### src/hw/rtl/jsu_pkg.sv
// Shared types, character codes and UTF-8 helpers for the JSON string unescaper.
// Used by every module of the block but the checker; depends on nothing.
package jsu_pkg;

  localparam int HOLD_DEPTH = 8;
  localparam int HOLD_CW = $clog2(HOLD_DEPTH + 1);
  localparam int HOLD_IW = $clog2(HOLD_DEPTH);
  localparam int CP_W = 21;

  localparam logic [2:0] MODE_IDLE = 3'd0;
  localparam logic [2:0] MODE_ESC = 3'd1;
  localparam logic [2:0] MODE_HEX = 3'd2;
  localparam logic [2:0] MODE_PAIR_BS = 3'd3;
  localparam logic [2:0] MODE_PAIR_U = 3'd4;
  localparam logic [2:0] MODE_PAIR_HEX = 3'd5;

  localparam logic [7:0] CH_BSLASH = 8'h5C;
  localparam logic [7:0] CH_U = 8'h75;
  localparam logic [7:0] CH_B = 8'h62;
  localparam logic [7:0] CH_F = 8'h66;
  localparam logic [7:0] CH_N = 8'h6E;
  localparam logic [7:0] CH_R = 8'h72;
  localparam logic [7:0] CH_T = 8'h74;
  localparam logic [7:0] CH_BS_CTRL = 8'h08;
  localparam logic [7:0] CH_FF_CTRL = 8'h0C;
  localparam logic [7:0] CH_LF_CTRL = 8'h0A;
  localparam logic [7:0] CH_CR_CTRL = 8'h0D;
  localparam logic [7:0] CH_TAB_CTRL = 8'h09;

  localparam logic [15:0] HIGH_SUR_MIN = 16'hD800;
  localparam logic [15:0] HIGH_SUR_MAX = 16'hDBFF;
  localparam logic [15:0] LOW_SUR_MIN = 16'hDC00;
  localparam logic [15:0] LOW_SUR_MAX = 16'hDFFF;
  localparam logic [CP_W-1:0] SUPP_BASE = 21'h10000;
  localparam logic [CP_W-1:0] TWO_BYTE_MIN = 21'h80;
  localparam logic [CP_W-1:0] THREE_BYTE_MIN = 21'h800;

  // One held byte of an escape, with the end-of-string mark it arrived with.
  typedef struct packed {
    logic       last;
    logic [7:0] data;
  } hbyte_t;

  // One output command: a raw byte, or a code point to be encoded as UTF-8.
  typedef struct packed {
    logic [CP_W-1:0] cp;
    logic            raw;
    logic            last;
  } cmd_t;

  function automatic logic [4:0] hex_value(input logic [7:0] b);
    logic [4:0] v;
    v = 5'd16;
    if (b inside {[8'h30:8'h39]}) v = 5'(b - 8'h30);
    else if (b inside {[8'h61:8'h66]}) v = 5'(b - 8'h57);
    else if (b inside {[8'h41:8'h46]}) v = 5'(b - 8'h37);
    return v;
  endfunction

  function automatic logic [2:0] utf8_len(input cmd_t c);
    logic [2:0] n;
    if (c.raw || c.cp < TWO_BYTE_MIN) n = 3'd1;
    else if (c.cp < THREE_BYTE_MIN) n = 3'd2;
    else if (c.cp < SUPP_BASE) n = 3'd3;
    else n = 3'd4;
    return n;
  endfunction

  function automatic logic [7:0] utf8_byte(input cmd_t c, input logic [1:0] idx);
    logic [2:0] n;
    logic [7:0] r;
    n = utf8_len(c);
    r = c.cp[7:0];
    case (n)
      3'd2: r = (idx == 2'd0) ? {3'b110, c.cp[10:6]} : {2'b10, c.cp[5:0]};
      3'd3: begin
        case (idx)
          2'd0: r = {4'b1110, c.cp[15:12]};
          2'd1: r = {2'b10, c.cp[11:6]};
          default: r = {2'b10, c.cp[5:0]};
        endcase
      end
      3'd4: begin
        case (idx)
          2'd0: r = {5'b11110, c.cp[20:18]};
          2'd1: r = {2'b10, c.cp[17:12]};
          2'd2: r = {2'b10, c.cp[11:6]};
          default: r = {2'b10, c.cp[5:0]};
        endcase
      end
      default: r = c.cp[7:0];
    endcase
    return r;
  endfunction

endpackage

### src/hw/rtl/jsu_front.sv
// Escape decoder: takes raw words and held replay bytes, one a cycle while the
// command queue is not full, and issues output commands. Depends on jsu_pkg.
module jsu_front (
  input  logic           clk,
  input  logic           rst,
  input  logic           push,
  output logic           full,
  input  logic [7:0]     in_byte,
  input  logic           in_last,
  input  logic           cmd_full,
  output logic           cmd_wr,
  output jsu_pkg::cmd_t  cmd
);

  logic [2:0] mode, mode_next;
  logic [1:0] hex_count, hex_count_next;
  logic [15:0] high_code, high_code_next;
  logic [15:0] low_code, low_code_next;
  jsu_pkg::hbyte_t hold [jsu_pkg::HOLD_DEPTH];
  jsu_pkg::hbyte_t hold_next [jsu_pkg::HOLD_DEPTH];
  logic [jsu_pkg::HOLD_CW-1:0] hold_cnt, hold_cnt_next;
  jsu_pkg::hbyte_t rq [jsu_pkg::HOLD_DEPTH];
  jsu_pkg::hbyte_t rq_next [jsu_pkg::HOLD_DEPTH];
  logic [jsu_pkg::HOLD_CW-1:0] rq_cnt, rq_cnt_next;

  logic from_rq, step;
  logic [7:0] b;
  logic l;
  logic [4:0] hv;
  logic bad_hex;
  logic do_hold, clr_hold, do_replay, emit;
  jsu_pkg::cmd_t ecmd;
  logic [15:0] code_shift;
  jsu_pkg::hbyte_t popped [jsu_pkg::HOLD_DEPTH];
  logic [jsu_pkg::HOLD_CW-1:0] ext_cnt, rest_cnt;
  logic [jsu_pkg::HOLD_CW-1:0] ri;

  assign from_rq = (rq_cnt != '0);
  assign full = from_rq || cmd_full;
  assign step = !cmd_full && (from_rq || push);
  assign b = from_rq ? rq[0].data : in_byte;
  assign l = from_rq ? rq[0].last : in_last;
  assign hv = jsu_pkg::hex_value(b);
  assign bad_hex = hv[4] || (l && hex_count != 2'd3);

  always_comb begin
    mode_next = mode;
    hex_count_next = hex_count;
    high_code_next = high_code;
    low_code_next = low_code;
    do_hold = 1'b0;
    clr_hold = 1'b0;
    do_replay = 1'b0;
    emit = 1'b0;
    ecmd = '{cp: {13'd0, b}, raw: 1'b1, last: 1'b0};
    code_shift = '0;
    case (mode)
      jsu_pkg::MODE_ESC: begin
        mode_next = jsu_pkg::MODE_IDLE;
        emit = 1'b1;
        case (b)
          jsu_pkg::CH_B: ecmd.cp = {13'd0, jsu_pkg::CH_BS_CTRL};
          jsu_pkg::CH_F: ecmd.cp = {13'd0, jsu_pkg::CH_FF_CTRL};
          jsu_pkg::CH_N: ecmd.cp = {13'd0, jsu_pkg::CH_LF_CTRL};
          jsu_pkg::CH_R: ecmd.cp = {13'd0, jsu_pkg::CH_CR_CTRL};
          jsu_pkg::CH_T: ecmd.cp = {13'd0, jsu_pkg::CH_TAB_CTRL};
          jsu_pkg::CH_U: begin
            if (!l) begin
              emit = 1'b0;
              mode_next = jsu_pkg::MODE_HEX;
              hex_count_next = '0;
              high_code_next = '0;
              clr_hold = 1'b1;
            end
          end
          default: ecmd.cp = {13'd0, b};
        endcase
      end
      jsu_pkg::MODE_HEX: begin
        do_hold = 1'b1;
        if (bad_hex) begin
          emit = 1'b1;
          ecmd.cp = {13'd0, jsu_pkg::CH_U};
          do_replay = 1'b1;
        end else begin
          code_shift = {high_code[11:0], hv[3:0]};
          high_code_next = code_shift;
          hex_count_next = hex_count + 2'd1;
          if (hex_count == 2'd3) begin
            clr_hold = 1'b1;
            if (code_shift >= jsu_pkg::HIGH_SUR_MIN && code_shift <= jsu_pkg::HIGH_SUR_MAX
                && !l) begin
              mode_next = jsu_pkg::MODE_PAIR_BS;
            end else begin
              mode_next = jsu_pkg::MODE_IDLE;
              emit = 1'b1;
              ecmd = '{cp: {5'd0, code_shift}, raw: 1'b0, last: 1'b0};
            end
          end
        end
      end
      jsu_pkg::MODE_PAIR_BS, jsu_pkg::MODE_PAIR_U: begin
        do_hold = 1'b1;
        if (mode == jsu_pkg::MODE_PAIR_BS && b == jsu_pkg::CH_BSLASH && !l) begin
          mode_next = jsu_pkg::MODE_PAIR_U;
        end else if (mode == jsu_pkg::MODE_PAIR_U && b == jsu_pkg::CH_U && !l) begin
          mode_next = jsu_pkg::MODE_PAIR_HEX;
          hex_count_next = '0;
          low_code_next = '0;
        end else begin
          emit = 1'b1;
          ecmd = '{cp: {5'd0, high_code}, raw: 1'b0, last: 1'b0};
          do_replay = 1'b1;
        end
      end
      jsu_pkg::MODE_PAIR_HEX: begin
        code_shift = {low_code[11:0], hv[3:0]};
        if (bad_hex) begin
          do_hold = 1'b1;
          emit = 1'b1;
          ecmd = '{cp: {5'd0, high_code}, raw: 1'b0, last: 1'b0};
          do_replay = 1'b1;
        end else begin
          low_code_next = code_shift;
          hex_count_next = hex_count + 2'd1;
          do_hold = 1'b1;
          if (hex_count == 2'd3) begin
            if (code_shift >= jsu_pkg::LOW_SUR_MIN && code_shift <= jsu_pkg::LOW_SUR_MAX) begin
              do_hold = 1'b0;
              clr_hold = 1'b1;
              mode_next = jsu_pkg::MODE_IDLE;
              emit = 1'b1;
              ecmd = '{cp: jsu_pkg::SUPP_BASE + {1'b0, high_code[9:0], code_shift[9:0]},
                       raw: 1'b0, last: 1'b0};
            end else begin
              emit = 1'b1;
              ecmd = '{cp: {5'd0, high_code}, raw: 1'b0, last: 1'b0};
              do_replay = 1'b1;
            end
          end
        end
      end
      default: begin
        mode_next = jsu_pkg::MODE_IDLE;
        if (b == jsu_pkg::CH_BSLASH && !l) mode_next = jsu_pkg::MODE_ESC;
        else emit = 1'b1;
      end
    endcase

    // Held bytes, with the current word appended where it is held.
    for (int i = 0; i < jsu_pkg::HOLD_DEPTH; i++) hold_next[i] = hold[i];
    ext_cnt = hold_cnt;
    if (do_hold && hold_cnt < jsu_pkg::HOLD_CW'(jsu_pkg::HOLD_DEPTH)) begin
      hold_next[hold_cnt[jsu_pkg::HOLD_IW-1:0]] = '{last: l, data: b};
      ext_cnt = hold_cnt + jsu_pkg::HOLD_CW'(1);
    end

    for (int i = 0; i < jsu_pkg::HOLD_DEPTH - 1; i++) popped[i] = rq[i + 1];
    popped[jsu_pkg::HOLD_DEPTH - 1] = rq[jsu_pkg::HOLD_DEPTH - 1];
    rest_cnt = from_rq ? rq_cnt - jsu_pkg::HOLD_CW'(1) : rq_cnt;

    ecmd.last = l && !do_replay;
    hold_cnt_next = clr_hold ? '0 : ext_cnt;
    rq_cnt_next = rest_cnt;
    ri = '0;
    for (int i = 0; i < jsu_pkg::HOLD_DEPTH; i++) rq_next[i] = popped[i];
    if (do_replay) begin
      // The held bytes go back in front of whatever was still waiting.
      for (int i = 0; i < jsu_pkg::HOLD_DEPTH; i++) begin
        ri = jsu_pkg::HOLD_CW'(i) - ext_cnt;
        if (jsu_pkg::HOLD_CW'(i) < ext_cnt) rq_next[i] = hold_next[i];
        else rq_next[i] = popped[ri[jsu_pkg::HOLD_IW-1:0]];
      end
      rq_cnt_next = ext_cnt + rest_cnt;
      mode_next = jsu_pkg::MODE_IDLE;
      hex_count_next = '0;
      hold_cnt_next = '0;
    end else if (l) begin
      mode_next = jsu_pkg::MODE_IDLE;
      hex_count_next = '0;
      high_code_next = '0;
      low_code_next = '0;
      hold_cnt_next = '0;
    end
  end

  assign cmd_wr = step && emit;
  assign cmd = ecmd;

  always_ff @(posedge clk) begin
    if (rst) begin
      mode <= jsu_pkg::MODE_IDLE;
      hex_count <= '0;
      high_code <= '0;
      low_code <= '0;
      hold_cnt <= '0;
      rq_cnt <= '0;
    end else if (step) begin
      mode <= mode_next;
      hex_count <= hex_count_next;
      high_code <= high_code_next;
      low_code <= low_code_next;
      hold_cnt <= hold_cnt_next;
      rq_cnt <= rq_cnt_next;
    end
  end

  always_ff @(posedge clk) begin
    if (step) begin
      for (int i = 0; i < jsu_pkg::HOLD_DEPTH; i++) begin
        hold[i] <= hold_next[i];
        rq[i] <= rq_next[i];
      end
    end
  end

endmodule

### src/hw/rtl/jsu_cmd_fifo.sv
// Two-entry command queue between the escape decoder and the UTF-8 encoder.
// Depends on jsu_pkg.
module jsu_cmd_fifo (
  input  logic           clk,
  input  logic           rst,
  input  logic           wr,
  input  jsu_pkg::cmd_t  wr_cmd,
  output logic           fifo_full,
  input  logic           rd,
  output logic           fifo_empty,
  output jsu_pkg::cmd_t  rd_cmd
);

  jsu_pkg::cmd_t slot [2];
  logic rd_ptr, wr_ptr;
  logic [1:0] count;

  assign fifo_full = (count == 2'd2);
  assign fifo_empty = (count == 2'd0);
  assign rd_cmd = slot[rd_ptr];

  always_ff @(posedge clk) begin
    if (rst) begin
      rd_ptr <= 1'b0;
      wr_ptr <= 1'b0;
      count <= '0;
    end else begin
      if (wr) wr_ptr <= !wr_ptr;
      if (rd) rd_ptr <= !rd_ptr;
      count <= count + {1'b0, wr} - {1'b0, rd};
    end
  end

  always_ff @(posedge clk) begin
    if (wr) slot[wr_ptr] <= wr_cmd;
  end

endmodule

### src/hw/rtl/jsu_back.sv
// UTF-8 encoder: splits each command into its bytes and holds one output word.
// Depends on jsu_pkg.
module jsu_back (
  input  logic           clk,
  input  logic           rst,
  input  logic           fifo_empty,
  input  jsu_pkg::cmd_t  head,
  output logic           rd,
  output logic           empty,
  input  logic           pop,
  output logic [7:0]     out_byte,
  output logic           out_last
);

  logic [1:0] idx;
  logic valid;
  logic load, final_byte;
  logic [2:0] len;

  assign len = jsu_pkg::utf8_len(head);
  assign final_byte = ({1'b0, idx} + 3'd1 == len);
  assign load = !fifo_empty && (!valid || pop);
  assign rd = load && final_byte;
  assign empty = !valid;

  always_ff @(posedge clk) begin
    if (rst) begin
      valid <= 1'b0;
      idx <= '0;
    end else begin
      if (load) begin
        valid <= 1'b1;
        idx <= final_byte ? 2'd0 : idx + 2'd1;
      end else if (pop) begin
        valid <= 1'b0;
      end
    end
  end

  always_ff @(posedge clk) begin
    if (load) begin
      out_byte <= jsu_pkg::utf8_byte(head, idx);
      out_last <= head.last && final_byte;
    end
  end

endmodule

### src/hw/rtl/json_string_unescape_utf8_top.sv
// JSON string unescaper: raw string words in, unescaped UTF-8 words out.
// Throughput: one input word a cycle when it yields one output byte and the output
// is popped; a code point is sent one UTF-8 byte at a time, and a failed escape
// replays its held bytes at one a cycle. Synchronous active-high reset empties both queues.
module json_string_unescape_utf8_top (
  input  logic       clk,
  input  logic       rst,
  input  logic       push,
  output logic       full,
  input  logic [7:0] in_byte,
  input  logic       in_last,
  output logic       empty,
  input  logic       pop,
  output logic [7:0] out_byte,
  output logic       out_last
);

  logic cmd_wr, cmd_rd, cmd_full, cmd_empty;
  jsu_pkg::cmd_t wr_cmd, head;

  jsu_front u_front (
    .clk(clk), .rst(rst), .push(push), .full(full), .in_byte(in_byte),
    .in_last(in_last), .cmd_full(cmd_full), .cmd_wr(cmd_wr), .cmd(wr_cmd)
  );

  jsu_cmd_fifo u_fifo (
    .clk(clk), .rst(rst), .wr(cmd_wr), .wr_cmd(wr_cmd), .fifo_full(cmd_full),
    .rd(cmd_rd), .fifo_empty(cmd_empty), .rd_cmd(head)
  );

  jsu_back u_back (
    .clk(clk), .rst(rst), .fifo_empty(cmd_empty), .head(head), .rd(cmd_rd),
    .empty(empty), .pop(pop), .out_byte(out_byte), .out_last(out_last)
  );

endmodule

### config.mk
export PLATFORM = sky130hd
export DESIGN_NAME = json_string_unescape_utf8_top
export DESIGN_NICKNAME = d
export VERILOG_FILES = /design/src/hw/rtl/jsu_pkg.sv /design/src/hw/rtl/jsu_front.sv /design/src/hw/rtl/jsu_cmd_fifo.sv /design/src/hw/rtl/jsu_back.sv /design/src/hw/rtl/json_string_unescape_utf8_top.sv
export SDC_FILE = /design/constraint.sdc
export NUM_CORES = 1
export LEC_CHECK = 0
export BUFFER_PORTS_ARGS = -buffer_cell sky130_fd_sc_hd__buf_2
export CORE_ASPECT_RATIO = 0.7
export CORE_MARGIN = 3
export CORE_UTILIZATION = 45
export DETAILED_ROUTE_END_ITERATION = 8
export MAX_ROUTING_LAYER = met4
export PLACE_DENSITY_LB_ADDON = 0.05
export SYNTH_ARGS = -nofsm -noshare
export SYNTH_HDL_FRONTEND = slang
export SYNTH_HIERARCHICAL = 1
export SYNTH_SLANG_ARGS = --single-unit
### constraint.sdc
create_clock -name clk -period 9.73 [get_ports clk]
set_input_delay 1.946 -clock clk [delete_from_list [all_inputs] [get_ports clk]]
set_output_delay 1.946 -clock clk [all_outputs]
set_load 0.005 [all_outputs]
==> metrics.md <==
| Metric | Value |
|---|---|
| Outcome | `finished clean` |
| Post-CTS resize count | `0` |
| Type of the setup path with the least slack | `in -> reg` |
| Clock edge transition at the registers on the reported setup and hold paths | `70 ps` |
| Number of top-level pins | `24` |
| Sequential power share | `41.2%` |
| Xor and xnor area share after synthesis | `0.9312%` |
| Source-to-sink clock delay at the later pin of the worst-skew pair | `580 ps` |
| Highest cell delay on the worst timing path | `820 ps` |
| Combinational family with the most area after synthesis | `compound AO/OA/AOI/OAI gates` |
| Power per standard cell area | `a little over 300 nW/um2` |
| CP cell instances | `buf_2, mux2i_2, inv_1, ha_1, or3b_2, nand4_1, a21oi_1, o21ai_2, nand3_1, and2_2, inv_2, ha_1, inv_1, xnor2_2, mux2i_1, a211oi_1, a21o_1` |
| Area of the mapped netlist | `about 15000 um2` |
| Most common library cell in the layout ignoring fill and taps | `nor2_1` |
| Worst hold margin | `roughly 470 ps` |
| FF-to-FF Start | `u_front/rq_cnt[0]` |
| Switching power | `roughly 2000 uW` |
| Vias/cell | `6.423` |
| Total leakage power | `0.005942 uW` |
| Nets | `1590` |
| Area used by multi-input combinational logic | `about 7700 um2` |
| Global-route wire length before repair | `around 75 mm` |
| Placeable core region | `32890 um2` |
| Portion of the clock cycle consumed by the worst path in the final layout | `72.91%` |
| Type of origin of the critical path | `primary input` |
| Crit path buf inv count | `4` |
| Critical-path cell with the highest stage delay | `mux2i_2` |
| Max-slew violations | `0` |
| Vias after detailed routing | `roughly 13000` |
| Req. time, crit path | `just over 10000 ps` |
| First-pass iteration count of the detailed router | `6` |
| Int Power | `3010 uW` |
| Top FF cell, synth | `edfxtp_1` |
| Clk pwr share | `between 10% and 20%` |
| M3 GR Usage | `7.236%` |
| Count of max-cap constraint violations | `0` |
| Part of the power in combinational logic | `between 30% and 40%` |
| Sequential standard cell area | `roughly 7000 um2` |
| Total Die Area | `~36000 um2` |
| Placement row count | `55` |
| Quantity of hold-fixing buffers added after cts | `0` |
| Number of fill cells in the layout | `3041` |
| EDFF count, synth | `a little under 200` |
| Switching share of total power | `39.86%` |
| Antenna violations before repair | `0` |
| Synth area leader | `edfxtp_1` |
| Simple-gate area share of the yosys netlist | `16.73%` |
| Aggregate routed wire length | `49.30 mm` |
| Synth warnings | `6` |
| Cells after Synth | `~1600` |
| Diode count | `0` |
| Total Power Consumption | `5005 uW` |
| Yosys top cell area share | `between 30% and 40%` |
| Drt first-iter violations | `1629` |
| Post-route ant nets | `0` |
| Post-CTS repair timing setup buffer count | `0` |
| Largest voltage drop on the vdd net | `0.0001908 V` |
| Relative slew slack | `16.39%` |
| Max Fanout on Critical Path | `35` |
| Unrepaired setup endpoints after global routing | `false` |
| Largest cells by area after synthesis | `edfxtp_1, dfxtp_1, nor2_1` |
| Crit path time final | `7094 ps` |
| Met2 usage | `34.20%` |
| Clock tree from TritonCTS | `yes` |
| Adder-cell share of the synthesized area | `1.389%` |
| H-tree depth reported by CTS | `1` |
| Share of cell area taken by muxes after synthesis | `8.945%` |
| Post-synthesis to final-layout area growth | `7.891%` |
| Wirelength per Cell | `between 20 and 25 um` |
| Largest net degree at the start of global routing | `86` |
| Layout cells sized above 1 | `between 10% and 20%` |
| Clk buf depth | `3` |
| CP startpoint | `in_byte[0]` |
| IO Port Bufs | `23` |
| Layer carrying the most global-route usage | `met1` |
| Initial Util | `46.57%` |
| Peak Freq | `141.0 MHz` |
| Final Worst Setup Slack | `2636 ps` |
| Flip-flop and latch count after synthesis | `248` |
| Worst setup slack before clock tree synthesis | `2199 ps` |
| TritonCTS sink count | `248` |
| Summed negative setup slack over all endpoints | `0 ps` |
| Routability cong. | `0.9564` |
| Type of destination of the critical path | `register` |
| Cell chosen for the clock root | `clkbuf_16` |
| Post-synthesis area per instance | `9.682 um2` |
| Leading cell types in the layout, fill and taps excluded | `nor2_1, edfxtp_1, nand2_1` |
| Beginning of the worst hold path | `u_front/hex_count[1]` |
| TritonCTS buffer count | `27` |
| Vertical extent of the die | `160.4 um` |
| Number of setup violations in the final report | `0` |
| Type of the most critical hold path | `reg -> reg` |
| Critical path's top delay family | `buffers and inverters` |
| Proportion of synthesized flip-flops having asynchronous set or reset | `0%` |
| DRC violation count after routing | `0` |
| Syn nets | `between 1500 and 2000` |
| Global-route total usage across every layer | `27.74%` |
| Overflow left after global routing | `0` |
| Sequential cell area fraction in the yosys report | `45.42%` |
| Vias in the first global route | `~12000` |
| Synth unique cells | `roughly 100` |
| Horizontal extent of the die | `226.5 um` |
| Final setup skew | `20.24 ps` |
| Compound-Gate Fraction of Synth Area | `21.95%` |
| Arrival time of data at the critical path endpoint | `7420 ps` |
| Hold violation count in the final report | `0` |
| Worst Tran Pin Value | `1250 ps` |
| Routing usage on met1 | `44.53%` |
| Placed wire-length estimate | `about 33 mm` |
==> area by class of cell <==
class / count / share of cell area (%)
multi-input cells: 1188 / 46.49
clock buffers: 38 / 4.467
flip-flops and latches: 248 / 42.10
repair buffers: 57 / 2.226
well taps: 427 / 3.233
clock inverters: 10 / 0.5906
inverters: 38 / 0.8934
==> synth_stat cells (11+ instances only) <==
cell type	count
nor2_1	203
edfxtp_1	199
nand2_1	173
a21oi_1	143
o21ai_0	103
mux2i_1	65
clkbuf_1	61
dfxtp_1	49
inv_1	36
a22oi_1	34
mux2_2	32
buf_2	25
a31oi_1	24
a211oi_1	22
nor2b_1	20
o31ai_1	20
ha_1	17
nor3_1	17
o211ai_1	17
and2_1	16
o22ai_1	16
nand3_1	15
nand4_1	14
mux4_2	13
buf_6	12
nand2b_1	12
o21ai_1	11
o31a_1	11
==> metal layers <==
layer | up-vias | part of all wire, %
li1 | 5934 | -
met1 | 6225 | 49
met2 | 656 | 38
met3 | 69 | 11
met4 | 0 | 1.9
met5 | - | 0
==> power groups by stage <==
stage	Sequential, uW	Combinational, uW	Clock (uW)
detailed placement	2070	1910	0
global route	2110	2130	1070
CTS	2060	1920	1020
floorplan	2000	1360	0
global placement	2070	1910	0
finish	2060	1940	998
==> logic make-up after synthesis <==
kind of cell | after synthesis
AO/OA/AOI/OAI | 506
XOR/XNOR | 13
adder cells (fa/ha/maj) | 17
buffers and inverters | 146
flip-flops | 248
multiplexers | 113
AND/OR/NAND/NOR | 539
==> per-stage QoR <==
stage	instances	area, um2	util, %
3_3_place_gp	1957	15690	47.68
2_1_floorplan	1582	15320	-
4_1_cts	2005	16520	50.22
5_1_grt	2006	16530	50.24
6_report	2006	16530	50.24
3_5_place_dp	1957	15690	47.68
==> worst paths after layout <==
path / to / slack (ps) / cells past startpoint
max: u_front/rq[1][26] / 2640 / 17
max reg2reg: u_front/rq[1][26] / 2860 / 20
min: u_front/hex_count[1] / 470 / 2
min reg2reg: u_front/hex_count[1] / 470 / 2
==> tightest hold or removal path, delay by kind of cell, from the launching register on <==
kind             cells  cell delay, ps
AND/OR/NAND/NOR      1              60
flip-flops           1             320
AO/OA/AOI/OAI        1              50
==> flip-flops by register name, indices dropped and copies added, names as in the netlist, 2 cells and up, named ones only <==
name               count
u_back/idx             2
u_back/out_byte        8
u_fifo/count           2
u_fifo/slot           46
u_front/hex_count      2
u_front/high_code     16
u_front/hold          72
u_front/hold_cnt       4
u_front/low_code      12
u_front/mode           3
u_front/rq            72
u_front/rq_cnt         4
Power figures use the tool's default switching activity.
